$ cat src/hw/rtl/swt_pkg.sv
`default_nettype none

package swt_pkg;

    localparam int unsigned MAX_RESULTS = 3;
    localparam int unsigned QUEUE_DEPTH = 4;

    localparam logic [7:0] CH_AMP    = 8'h26;
    localparam logic [7:0] CH_BAR    = 8'h7c;
    localparam logic [7:0] CH_SEMI   = 8'h3b;
    localparam logic [7:0] CH_GT     = 8'h3e;
    localparam logic [7:0] CH_LT     = 8'h3c;
    localparam logic [7:0] CH_BSLASH = 8'h5c;
    localparam logic [7:0] CH_DQUOTE = 8'h22;
    localparam logic [7:0] CH_SQUOTE = 8'h27;
    localparam logic [7:0] CH_SPACE  = 8'h20;
    localparam logic [7:0] CH_TAB    = 8'h09;
    localparam logic [7:0] CH_LF     = 8'h0a;
    localparam logic [7:0] CH_VT     = 8'h0b;
    localparam logic [7:0] CH_FF     = 8'h0c;
    localparam logic [7:0] CH_CR     = 8'h0d;

    localparam logic QK_DOUBLE = 1'b0;
    localparam logic QK_SINGLE = 1'b1;

    typedef enum logic [2:0] {
        MODE_IDLE       = 3'd0,
        MODE_WORD       = 3'd1,
        MODE_WORD_ESC   = 3'd2,
        MODE_QUOTED     = 3'd3,
        MODE_QUOTED_ESC = 3'd4,
        MODE_PEND_AMP   = 3'd5,
        MODE_PEND_BAR   = 3'd6
    } mode_t;

    typedef struct packed {
        logic [7:0] char_byte;
        logic       has_char;
        logic       end_of_input;
    } in_item_t;

    typedef struct packed {
        logic [7:0] out_char;
        logic       char_valid;
        logic       token_end;
        logic       operator_token;
        logic       line_done;
    } res_item_t;

    function automatic logic is_space(input logic [7:0] c);
        return c inside {CH_SPACE, CH_TAB, CH_LF, CH_VT, CH_FF, CH_CR};
    endfunction

    function automatic logic is_oper(input logic [7:0] c);
        return c inside {CH_AMP, CH_BAR, CH_SEMI, CH_LT, CH_GT};
    endfunction

    function automatic res_item_t make_res(input logic [7:0] c, input logic valid,
                                           input logic tend, input logic op);
        res_item_t r;
        r.out_char       = valid ? c : 8'h00;
        r.char_valid     = valid;
        r.token_end      = tend;
        r.operator_token = valid & op;
        r.line_done      = 1'b0;
        return r;
    endfunction

endpackage

`default_nettype wire

$ cat src/hw/rtl/shell_word_tokenizer.sv
// Streaming shell command-line lexer. Each input transfer carries one byte (or an end-only
// marker); each output transfer carries one token character or an end-of-token mark, with
// line_done on the last result of a line. A byte is registered on input, decoded
// combinationally against the lexer state, and its zero to three results go into a four-entry
// result queue that drives the output. While the output is not stalled, the block takes one
// item per cycle as long as at most one result per item is produced on average; items with
// two or three results (operator pairs, flushes at end of line) take one output transfer per
// result, and input is held off while the queue has fewer than three free entries. An item
// passes through the input register and then the result queue before its first result is out.
`default_nettype none

module shell_word_tokenizer (
    input  wire                   aclk,
    input  wire                   aresetn,
    input  wire                   s_valid,
    output logic                  s_ready,
    input  swt_pkg::in_item_t     s_data,
    output logic                  m_valid,
    input  wire                   m_ready,
    output swt_pkg::res_item_t    m_data
);
    import swt_pkg::*;

    localparam int unsigned PTR_W = $clog2(QUEUE_DEPTH);
    localparam int unsigned CNT_W = $clog2(QUEUE_DEPTH + 1);

    logic                 in_valid_reg;
    in_item_t             in_data_reg;
    mode_t                mode_reg, mode_next;
    logic                 quote_reg, quote_next;

    res_item_t            queue_reg [QUEUE_DEPTH];
    logic [PTR_W-1:0]     wr_ptr_reg, rd_ptr_reg;
    logic [CNT_W-1:0]     count_reg;

    res_item_t            slot [MAX_RESULTS];
    logic [1:0]           n_res;
    logic                 advance;
    logic                 pop;

    assign advance = in_valid_reg && (count_reg <= CNT_W'(QUEUE_DEPTH - MAX_RESULTS));
    assign s_ready = !in_valid_reg || advance;
    assign m_valid = (count_reg != '0);
    assign m_data  = queue_reg[rd_ptr_reg];
    assign pop     = m_valid && m_ready;

    // decode one item into up to three results
    always_comb begin
        logic [7:0] c;
        logic [7:0] p;
        logic       run_idle;
        logic       run_word;
        mode_t      md;
        logic       qk;
        logic [1:0] cnt;

        c        = in_data_reg.char_byte;
        md       = mode_reg;
        qk       = quote_reg;
        cnt      = 2'd0;
        run_idle = 1'b0;
        run_word = 1'b0;
        p        = (mode_reg == MODE_PEND_AMP) ? CH_AMP : CH_BAR;
        for (int i = 0; i < MAX_RESULTS; i++) begin
            slot[i] = '0;
        end

        if (in_data_reg.has_char) begin
            case (mode_reg)
                MODE_WORD: begin
                    if (is_space(c) || is_oper(c)) begin
                        slot[cnt] = make_res(8'h00, 1'b0, 1'b1, 1'b0);
                        cnt = cnt + 2'd1;
                        run_idle = 1'b1;
                    end else begin
                        run_word = 1'b1;
                    end
                end
                MODE_WORD_ESC: begin
                    slot[cnt] = make_res(c, 1'b1, 1'b0, 1'b0);
                    cnt = cnt + 2'd1;
                    md = MODE_WORD;
                end
                MODE_QUOTED: begin
                    if (c == CH_BSLASH) begin
                        md = MODE_QUOTED_ESC;
                    end else if (c == ((qk == QK_SINGLE) ? CH_SQUOTE : CH_DQUOTE)) begin
                        md = MODE_WORD;
                    end else begin
                        slot[cnt] = make_res(c, 1'b1, 1'b0, 1'b0);
                        cnt = cnt + 2'd1;
                    end
                end
                MODE_QUOTED_ESC: begin
                    slot[cnt] = make_res(c, 1'b1, 1'b0, 1'b0);
                    cnt = cnt + 2'd1;
                    md = MODE_QUOTED;
                end
                MODE_PEND_AMP, MODE_PEND_BAR: begin
                    if (c == p) begin
                        slot[cnt] = make_res(p, 1'b1, 1'b0, 1'b1);
                        cnt = cnt + 2'd1;
                        slot[cnt] = make_res(c, 1'b1, 1'b1, 1'b1);
                        cnt = cnt + 2'd1;
                        md = MODE_IDLE;
                    end else begin
                        slot[cnt] = make_res(p, 1'b1, 1'b1, 1'b1);
                        cnt = cnt + 2'd1;
                        run_idle = 1'b1;
                    end
                end
                default: begin
                    run_idle = 1'b1;
                end
            endcase

            if (run_idle) begin
                md = MODE_IDLE;
                if (!is_space(c)) begin
                    if (c == CH_AMP) begin
                        md = MODE_PEND_AMP;
                    end else if (c == CH_BAR) begin
                        md = MODE_PEND_BAR;
                    end else if (c inside {CH_SEMI, CH_LT, CH_GT}) begin
                        slot[cnt] = make_res(c, 1'b1, 1'b1, 1'b1);
                        cnt = cnt + 2'd1;
                    end else begin
                        run_word = 1'b1;
                    end
                end
            end

            if (run_word) begin
                if (c == CH_BSLASH) begin
                    md = MODE_WORD_ESC;
                end else if (c == CH_DQUOTE || c == CH_SQUOTE) begin
                    qk = (c == CH_SQUOTE) ? QK_SINGLE : QK_DOUBLE;
                    md = MODE_QUOTED;
                end else begin
                    slot[cnt] = make_res(c, 1'b1, 1'b0, 1'b0);
                    cnt = cnt + 2'd1;
                    md = MODE_WORD;
                end
            end
        end

        if (in_data_reg.end_of_input) begin
            case (md)
                MODE_WORD, MODE_QUOTED: begin
                    slot[cnt] = make_res(8'h00, 1'b0, 1'b1, 1'b0);
                    cnt = cnt + 2'd1;
                end
                MODE_WORD_ESC, MODE_QUOTED_ESC: begin
                    // trailing backslash stays literal
                    slot[cnt] = make_res(CH_BSLASH, 1'b1, 1'b0, 1'b0);
                    cnt = cnt + 2'd1;
                    slot[cnt] = make_res(8'h00, 1'b0, 1'b1, 1'b0);
                    cnt = cnt + 2'd1;
                end
                MODE_PEND_AMP: begin
                    slot[cnt] = make_res(CH_AMP, 1'b1, 1'b1, 1'b1);
                    cnt = cnt + 2'd1;
                end
                MODE_PEND_BAR: begin
                    slot[cnt] = make_res(CH_BAR, 1'b1, 1'b1, 1'b1);
                    cnt = cnt + 2'd1;
                end
                default: begin
                end
            endcase
            if (cnt == 2'd0) begin
                slot[cnt] = make_res(8'h00, 1'b0, 1'b0, 1'b0);
                cnt = cnt + 2'd1;
            end
            slot[cnt - 2'd1].line_done = 1'b1;
            md = MODE_IDLE;
            qk = QK_DOUBLE;
        end

        mode_next  = md;
        quote_next = qk;
        n_res      = cnt;
    end

    always_ff @(posedge aclk) begin
        if (!aresetn) begin
            in_valid_reg <= 1'b0;
            mode_reg     <= MODE_IDLE;
            quote_reg    <= QK_DOUBLE;
            wr_ptr_reg   <= '0;
            rd_ptr_reg   <= '0;
            count_reg    <= '0;
        end else begin
            if (s_ready) begin
                in_valid_reg <= s_valid;
            end
            if (advance) begin
                mode_reg   <= mode_next;
                quote_reg  <= quote_next;
                wr_ptr_reg <= wr_ptr_reg + PTR_W'(advance ? n_res : 2'd0);
            end
            if (pop) begin
                rd_ptr_reg <= rd_ptr_reg + PTR_W'(1);
            end
            count_reg <= count_reg + CNT_W'(advance ? n_res : 2'd0) - CNT_W'(pop);
        end
    end

    always_ff @(posedge aclk) begin
        if (s_valid && s_ready) begin
            in_data_reg <= s_data;
        end
        for (int i = 0; i < MAX_RESULTS; i++) begin
            if (advance && (2'(i) < n_res)) begin
                queue_reg[wr_ptr_reg + PTR_W'(i)] <= slot[i];
            end
        end
    end

endmodule

`default_nettype wire

$ cat config.mk
export PLATFORM = sky130hd
export DESIGN_NAME = shell_word_tokenizer
export DESIGN_NICKNAME = d
export VERILOG_FILES = /design/src/hw/rtl/swt_pkg.sv /design/src/hw/rtl/shell_word_tokenizer.sv
export SDC_FILE = /design/constraint.sdc
export NUM_CORES = 1
export LEC_CHECK = 0
export ABC_AREA = 1
export BUFFER_PORTS_ARGS = -buffer_cell sky130_fd_sc_hd__buf_2
export CAP_MARGIN = 20
export CORE_UTILIZATION = 50
export DETAILED_ROUTE_END_ITERATION = 7
export GPL_TIMING_DRIVEN = 0
export PLACE_DENSITY = 0.67
export SKIP_CTS_REPAIR_TIMING = 1
export SLEW_MARGIN = 40
export SYNTH_ARGS = -nofsm -noshare
export SYNTH_HDL_FRONTEND = slang
export SYNTH_SLANG_ARGS = --single-unit
$ cat constraint.sdc
create_clock -name aclk -period 5.9 [get_ports aclk]
set_clock_uncertainty 0.05 [all_clocks]
set_input_delay 0.885 -clock aclk [delete_from_list [all_inputs] [get_ports aclk]]
set_output_delay 0.885 -clock aclk [all_outputs]
set_load 0.005 [all_outputs]
# After elaboration in Yosys (flattened, before gate mapping)
# Memory sizes are Yosys's and may differ from the RTL's. A register that Yosys moved wholly into a read port is not among the register bits.
# Index checks and enable logic that the tools add are counted.
[word_totals]
register_bits = 22
ramBits = 48
input_bits = 14
out_inout_bits = 14
wordCells = 224
n_memories = 1
[classes]
add_sub_neg = 12
n_lt_le_gt_ge = 16
eq_ne = 29
n_mux = 103
n_bitwise = 23
n_reduce_logical = 31
[memory_table]
columns = ["memory", "words", "word_bits", "rd", "rd_clocked_by_memory_dff", "wr", "line_no", "text"]
rows = [
  ["queue_reg", 4, 12, 1, 1, 3, "shell_word_tokenizer.sv:32", "res_item_t queue_reg [QUEUE_DEPTH];"],
]
[op_table]
columns = ["cell", "n"]
rows = [
  ["$mux W36", 14],
  ["$demux W12 S2", 6],
  ["$pmux W36 S4", 1],
  ["$mux W12", 11],
  ["$bwmux W36", 3],
  ["$and A33 B33 Y33", 2],
  ["$not A33 Y33", 2],
  ["$eq A8 B6 Y1 const B", 7],
  ["$pmux W12 S4", 1],
  ["$mux W2", 22],
  ["$eq A8 B4 Y1 const B", 5],
  ["$mux W3", 13],
  ["$and A36 B36 Y36", 1],
  ["$not A36 Y36", 1],
  ["$mux W1", 27],
  ["$or A24 B24 Y24", 1],
  ["$and A21 B21 Y21", 1],
  ["$not A21 Y21", 1],
  ["$and A18 B18 Y18", 1],
  ["$eq A3 B3 Y1 const B", 6],
  ["$ge A3 B3 Y1 const B", 6],
  ["$lt A3 B1 Y1 const B", 6],
  ["$not A18 Y18", 1],
  ["$not A2 Y3", 6],
  ["other kinds (37)", 69],
]

# Longest topological paths before layout
# Gate-level depths: netlist of the first run.
[logic_depth]
word_depth = 33
depth_mapped = 40
mapped_depth_nobuf = 39

# Worst setup path before layout of the first run
# OpenSTA, ideal clock, no wires.
[synth_timing]
path_type = "register to register"
startpoint = "register in_data_reg[3] (netlist name)"
endpoint = "register count_reg[2]"
setup_ns = 0.117
t_arrival_ns = 5.134
t_required_ns = 5.733
path_slack_ns = 0.599
path_stages_with_launch = 39
n_path_buf = 0
synth_period_minus_slack_ns = 5.301
path_cell_list = "edfxtp_1 -> inv_2 -> nand2_2 -> nor2_1 -> nand2_1 -> inv_2 -> nor2_1 -> nand2_1 -> inv_2 -> nor2_1 -> nand3_1 -> inv_1 -> ha_1 -> o21ai_0 -> nand2_1 -> nand2_1 -> inv_1 -> ha_1 -> [... 3 more ...] -> inv_1 -> ha_1 -> inv_1 -> nand2_1 -> nand2_1 -> nand3_2 -> nand2_1 -> inv_1 -> ha_1 -> nor2_1 -> nor2_1 -> nand2_4 -> nand3_1 -> ha_1 -> fa_1 -> xor2_1 -> inv_1 -> nor2_1"
[synth_between]
elab_chain_len = 29
word_cells_on_any_way = 83
[synth_lines]
columns = ["element", "line_no", "text"]
rows = [
  ["from (decl)", "shell_word_tokenizer.sv:28", "in_item_t in_data_reg;"],
  ["from (signal assigned)", "shell_word_tokenizer.sv:211", "in_data_reg <= s_data;"],
  ["$eq A8 B6 Y1, or another cell as far along", "swt_pkg.sv:51", "return c inside {CH_SPACE, CH_TAB, CH_LF, CH_VT, CH_FF, CH_CR};"],
  ["$reduce_bool A6 Y1 / $reduce_bool A5 Y1 (equally long branches)", "swt_pkg.sv:51, swt_pkg.sv:55", ""],
  ["$logic_or A1 B1 Y1", "shell_word_tokenizer.sv:71", "if (is_space(c) || is_oper(c)) begin"],
  ["$mux W1", "shell_word_tokenizer.sv:71", ""],
  ["$pmux W2 S4", "shell_word_tokenizer.sv:69", "case (mode_reg)"],
  ["$mux W2", "shell_word_tokenizer.sv:68", "if (in_data_reg.has_char) begin"],
  ["$add A2 B1 Y2", "shell_word_tokenizer.sv:126", "cnt = cnt + 2'd1;"],
  ["$mux W2", "shell_word_tokenizer.sv:124", "end else if (c inside {CH_SEMI, CH_LT, CH_GT}) begin"],
  ["[... 13 more ...]", "n/a", ""],
  ["$mux W2", "shell_word_tokenizer.sv:147", "if (in_data_reg.end_of_input) begin"],
  ["$add A2 B1 Y2 / $logic_not A2 Y1 (equally long branches)", "shell_word_tokenizer.sv:173, shell_word_tokenizer.sv:171", ""],
  ["$mux W2", "shell_word_tokenizer.sv:171", "if (cnt == 2'd0) begin"],
  ["$mux W2", "shell_word_tokenizer.sv:147", ""],
  ["$mux W2 *", "shell_word_tokenizer.sv:147", ""],
  ["$mux W2 *", "shell_word_tokenizer.sv:205", "count_reg <= count_reg + CNT_W'(advance ? n_res : 2'd0) - CNT_W'(pop);"],
  ["$add A3 B2 Y3 *", "shell_word_tokenizer.sv:205", ""],
  ["$sub A3 B1 Y3 *", "shell_word_tokenizer.sv:205", ""],
  ["to (signal assigned)", "shell_word_tokenizer.sv:205", ""],
  ["to (decl)", "shell_word_tokenizer.sv:34", "logic [CNT_W-1:0] count_reg;"],
]
# Every way passes the cells marked *; elsewhere a longest branch is shown, timed or not. The select of a mux whose other input is x is not followed.
# A chain may end at the register's enable or synchronous reset.

==> results by group, run 1 <==
Cells and area
  – Largest register FFs: 48
  – Final Instance Count excl. Fillers: roughly 1.2k
  – Final Instance Area: 0.00714 mm^2
  – Area Growth Syn to Fin: 13.4%
  – Area of the multi-input gates: 0.00379 mm^2
  – Diode count: 0
  – Filler Cells Inserted: 1227
  – # nets final: 1055
  – FF+latch area: 0.00202 mm^2
  – Final core occ: between 50% and 60%
  – Layout cells sized above 1: ~15%

Yosys
  – Flops & latches, synth: 72
  – Ranking of synthesized cells by area: edfxtp_1 (28%), nand2_1 (19%), nand3_1 (6.9%), nor2_1 (6.1%), o21ai_0 (4.8%)
  – Top-area cell type share of the netlist area: 27.6%
  – Ys flop type: edfxtp_1
  – Netlist cell types: 43
  – Synth warn: 0
  – Cell count after synthesis: 966
  – EDFF count, synth: 58
  – Post-synth top area cell: edfxtp_1
  – Post-synth top cells: nand2_1 (322), nor2_1 (102), nand3_1 (87)
  – Count leader, synth: nand2_1
  – Ys async rst share: 0%
  – Post-synthesis cell area: 0.00630 mm^2
  – Post-synthesis sequential area ratio: 32.1%
  – Mean Syn Cell Area: 6.52 um^2
  – Syn nets: 1001

Detailed routing
  – Drt via density: 5.46
  – Vias: 6513
  – DRT Wirelength: 19000 um
  – # DRC: 0
  – Initial DRC count: 593
  – Drt first pass iters: 6
  – WL/cell: 16.0 um
  – Post-route ant nets: 0

GRT
  – Met3 usage: under 10%
  – Largest net degree at the start of global routing: 13
  – Vias in the first global route: 5801
  – Gr ovfl total: 0
  – First-pass GRT wire length: 30200 um
  – Met2 Resource Use GR: about half
  – Most crowded layer after global routing: met2
  – Global Route met1 Usage: 39.2%
  – Initial antenna violation count: 0
  – GRT Overall Usage: 30.1%

CTS
  – CTS max path bufs: 2
  – Cts bufs inserted: 9
  – CTS tree: done
  – Clk sinks: just over 70
  – Clock-pin slew on the worst setup and hold paths: 0.06 ns
  – Clock latency on the worst-skew pair: between 0.3 and 0.4 ns
  – Clock root cell: clkbuf_16
  – H-tree depth: 3

Power
  – Power density over cell area: 298 mW/mm^2
  – Maximum vdd drop: between 0.0002 and 0.00025 V
  – LEAKAGE: 3.60 nW

Worst setup path
  – Critical path's largest stage delay: between 0.4 and 0.5 ns
  – Worst EP required: 5.87 ns
  – R2R cell count: 35
  – CP delay by family, top: simple AND/OR/NAND/NOR gates
  – Buffers and inverters on the worst path: 10
  – Critical path capture point type: flip-flop
  – Most used cell, CP: nand2_1
  – Critical path depth: 35
  – Setup CP Type: reg2reg
  – Max Fanout on Critical Path: 12
  – Startpoint type of the worst setup path: flip-flop
  – WP data arrival: 5.54 ns
  – Critical path's slowest cell: edfxtp_1

Min path
  – WHS Path Cells: 1
  – HP Class: reg2reg

Floorplanning
  – IO Pins: 28
  – Row Count: 40
  – Die H: 114 um
  – CORE AREA: 0.0122 mm^2
  – Area of the die: approximately 0.013 mm^2
  – DIE WIDTH: 114 um
  – Starting density of the core: 51.8%

Place
  – Setup WS pre-CTS: -0.743 ns
  – Port Buffers: 27
  – Placement Cell Area: 0.00665 mm^2
  – Detailed placer's ending HPWL: approximately 15000 um
  – Post-placement cell count: 1161
  – GP Congestion: 0.998

Run
  – Maxcap violations: 0

STA
  – Post-route setup slack: 0.327 ns
  – Final Max Slew Viols: 0
  – Highest Clock Rate: 179 MHz
  – Period utilization: 94.5%
  – Final Hold Viols: 0
  – Worst-margin pin slew: 0.761 ns
  – Period minus WS final: 5.57 ns
  – Rel. slew slack: 48.7%
  – Setup violations, final: 0

Outcome
  – Run status: complete, no violations
==> stage by stage <==
| step | hold WS, ns | TNS [ns] | total power [mW] |
|---|---|---|---|
| 2_1_floorplan | 0.386 | 0 | 1.34 |
| 3_3_place_gp | 0.400 | -36.63 | 1.61 |
| 3_5_place_dp | 0.414 | -39.14 | 1.61 |
| 4_1_cts | 0.424 | -41.85 | 2.09 |
| 5_1_grt | 0.442 | -1.09 | 2.28 |
| 6_report | 0.422 | 0 | 2.13 |
==> cell type report <==
class / instances / area share (%)
tap: 168 / 2.94
buffer: 38 / 2.94
sequential: 72 / 28.3
inverter: 105 / 5.55
clock inverter: 4 / 0.315
clock buffer: 11 / 3.26
multi-input combinational: 751 / 53.1
timing repair buffer: 43 / 3.57
==> placed cells by master (no fill, tap or decap), types with 3 or more instances in the layout <==
cell,instances
ha_1,17
buf_1,3
a21oi_1,34
nand2_2,12
buf_4,21
nand4_1,47
buf_2,38
nand2_1,319
nor2_1,98
nand3_4,3
o22ai_1,16
o21ai_0,59
nand2_4,5
nand3_2,15
nor3_1,5
inv_2,27
nor2_2,5
clkinv_1,5
inv_1,74
o211ai_1,3
clkbuf_16,9
buf_6,4
clkbuf_1,15
edfxtp_1,58
nand3_1,81
dfxtp_1,14
==> routing by layer <==
layer	vias to the layer above	part of all wire, %
li1	3323	-
met1	2908	44
met5	-	0
met2	240	47
met4	0	2.7
met3	42	6.4
==> kinds of logic after synthesis <==
family,count (synthesis),synth area share [%]
xor+xnor,4,0.556
flops,72,32.1
compound gates,130,11.8
simple gates,596,41.8
fa+ha+maj,21,4.29
buf+inv,143,9.49
==> power by group <==
part           internal, mW  total [mW]  switching [mW]  leakage [nW]
clock network         0.279       0.480           0.201         0.117
registers             0.655       0.693          0.0384         0.657
logic                 0.314       0.956           0.643          2.83
==> worst paths after layout <==
check / startpoint / to / slack (ns)
hold reg to reg: rd_ptr_reg[0]$_SDFFE_PN0P_ / rd_ptr_reg[0]$_SDFFE_PN0P_ / 0.42
setup reg to reg: in_data_reg[3]$_DFFE_PP_ / queue_reg[3][3]$_DFFE_PP_ / 0.33
setup / recovery: in_data_reg[3]$_DFFE_PP_ / queue_reg[3][3]$_DFFE_PP_ / 0.33
hold / removal: rd_ptr_reg[0]$_SDFFE_PN0P_ / rd_ptr_reg[0]$_SDFFE_PN0P_ / 0.42
(Power assumes the default switching activity.)
==> run 2, diff against run 1 <==
--- a/config.mk
+++ b/config.mk
@@ -5,7 +5,6 @@
 export SDC_FILE = /design/constraint.sdc
 export NUM_CORES = 1
 export LEC_CHECK = 0
-export ABC_AREA = 1
 export BUFFER_PORTS_ARGS = -buffer_cell sky130_fd_sc_hd__buf_2
 export CAP_MARGIN = 20
 export CORE_UTILIZATION = 50
==> results by group, run 2 <==
STA
  – Worst-margin pin slew: 1.00 ns
  – Post-route setup slack: -0.426 ns
  – Highest Clock Rate: 158 MHz
  – Final Hold Viols: 0
  – Rel. slew slack: 32.8%
  – Setup violations, final: 92
  – WHS: 0.456 ns
  – Period utilization: 107%
  – RSZ-0062 raised after global routing: yes
  – Final Max Slew Viols: 0
  – Period minus WS final: about 6.3 ns

Yosys
  – Post-synthesis sequential area ratio: 31.6%
  – Post-synth top area cell: edfxtp_1
  – EDFF count, synth: 58
  – Flops & latches, synth: 72
  – Post-synthesis cell area: ~0.0064 mm^2
  – Cell count after synthesis: 667
  – Syn nets: around 700
  – Ys async rst share: 0%
  – Count leader, synth: mux2i_1
  – Ranking of synthesized cells by area: edfxtp_1 (27%), mux2i_1 (13%), dfxtp_1 (4.4%), mux4_2 (4.2%), ha_1 (3.9%)
  – Mean Syn Cell Area: about 9.6 um^2
  – Synth warn: 0
  – Top-area cell type share of the netlist area: 27.2%
  – Netlist cell types: 86
  – Ys flop type: edfxtp_1
  – Post-synth top cells: mux2i_1 (81), edfxtp_1 (58), nand2_1 (57)

Worst setup path
  – Startpoint type of the worst setup path: flip-flop
  – Critical path's largest stage delay: roughly 0.55 ns
  – WP data arrival: about 6.4 ns
  – Max Fanout on Critical Path: 7
  – Critical path capture point type: flip-flop
  – Critical path's slowest cell: or4b_4
  – Setup CP Type: reg2reg
  – Worst EP required: between 5 and 6 ns

CTS
  – H-tree depth: 3
  – Cts bufs inserted: 9
  – CTS max path bufs: 2
  – Clock latency on the worst-skew pair: 0.35 ns
  – Clock-pin slew on the worst setup and hold paths: 0.06 ns
  – Clock root cell: clkbuf_16
  – Clk sinks: between 70 and 80
  – CTS tree: done

Detailed routing
  – Post-route ant nets: 0
  – # DRC: 0
  – Drt via density: 6.34
  – WL/cell: 22.9 um
  – Vias: 5960
  – DRT Wirelength: roughly 22000 um
  – Initial DRC count: 564
  – Drt first pass iters: 5

Cells and area
  – Commonest non-fill, non-tap cells in the layout: mux2i_1 (79), edfxtp_1 (58), nand2_1 (50), buf_4 (45), buf_2 (39)
  – Final core occ: roughly two thirds
  – # nets final: between 800 and 900
  – Largest register FFs: 48
  – Area Growth Syn to Fin: 27.7%
  – Diode count: 0
  – Filler Cells Inserted: 995
  – Layout cells sized above 1: 31.5%
  – Most common cell after layout, fill and taps aside: mux2i_1

Run
  – Maxcap violations: 0

Place
  – Detailed placer's ending HPWL: 15000 um
  – GP Congestion: 0.992
  – Port Buffers: 27

Floorplanning
  – Die H: around 120 um
  – IO Pins: 28
  – Starting density of the core: 52.1%
  – CORE AREA: 0.0123 mm^2
  – Row Count: 40
  – Area of the die: 0.0132 mm^2
  – DIE WIDTH: 115 um

Power
  – Maximum vdd drop: approximately 0.0002 V
  – LEAKAGE: around 3.2 nW
  – Power density over cell area: 277 mW/mm^2

GRT
  – Vias in the first global route: 5501
  – First-pass GRT wire length: 30500 um
  – GRT Overall Usage: 31.1%
  – Largest net degree at the start of global routing: 13
  – Gr ovfl total: 0
  – Initial antenna violation count: 0

Outcome
  – Failing checks: negative setup slack
  – Run status: finished, violations left

Min path
  – HP Class: reg2reg
## run 2: power by group
group          leakage, nW  switching, mW  internal (mW)
sequential           0.655         0.0311          0.635
combinational         2.44          0.604          0.487
clock                0.130          0.225          0.280
total                 3.23          0.860           1.40
## run 2: kinds of logic after synthesis
group | after synthesis | synth area share (%)
muxes | 102 | 18.5
AOI/OAI and AO/OA | 170 | 18.9
buffers and inverters | 72 | 5.91
DFF | 72 | 31.6
and+or+nand+nor | 218 | 18.8
adders and majority gates | 21 | 4.23
xor gates and xnor gates | 12 | 2.06
## run 2: layer usage
metal  track usage (%)  vias to the layer above  wire, um
met4              16.6                        0       909
li1                  -                     2726         -
met2              50.1                      268     10300
met5                 0                        -         0
met3              4.96                       59      1390
met1              40.3                     2907      8970
## run 2: cell type report
type                    count  area, um^2  share of cell area (%)
plain buffers              46         353                    4.32
clock buffers               9         225                    2.76
clock inverters             7        38.8                   0.475
inverters                  25         101                    1.24
multi-input cells         525        4500                    55.1
flip-flops and latches     72        2020                    24.8
well taps                 168         210                    2.57
repair buffers             88         714                    8.75
## run 2: critical path: cells and delay by family (launching register included)
kind | cells | cell delay [ns]
and+or+nand+nor | 10 | 1.84
buffers and inverters | 10 | 1.16
muxes | 1 | 0.14
DFF | 1 | 0.42
AOI/OAI and AO/OA | 8 | 1.66
adders and majority gates | 4 | 0.79
## run 2: stage by stage
stage | std cells | total power, mW | setup WS (ns) | setup TNS (ns) | area (um^2)
after floorplan | 667 | 1.32 | -0.291 | -5.59 | 6570
after global placement | 862 | 1.55 | -1.26 | -95.40 | 6910
after detailed placement | 862 | 1.56 | -1.29 | -98.22 | 6910
after CTS | 878 | 2.06 | -1.38 | -101.83 | 7180
after global routing | 940 | 2.37 | -0.568 | -39.61 | 8170
final | 940 | 2.26 | -0.426 | -24.69 | 8170
## run 2: worst paths after layout
path | from | endpoint | slack [ns] | depth (start not counted)
min reg2reg | quote_reg$_SDFFE_PN0P_ | quote_reg$_SDFFE_PN0P_ | 0.46 | 2
min | quote_reg$_SDFFE_PN0P_ | quote_reg$_SDFFE_PN0P_ | 0.46 | 2
max reg2reg | in_data_reg[2]$_DFFE_PP_ | queue_reg[1][11]$_DFFE_PP_ | -0.43 | 33
max | in_data_reg[2]$_DFFE_PP_ | queue_reg[1][11]$_DFFE_PP_ | -0.43 | 33
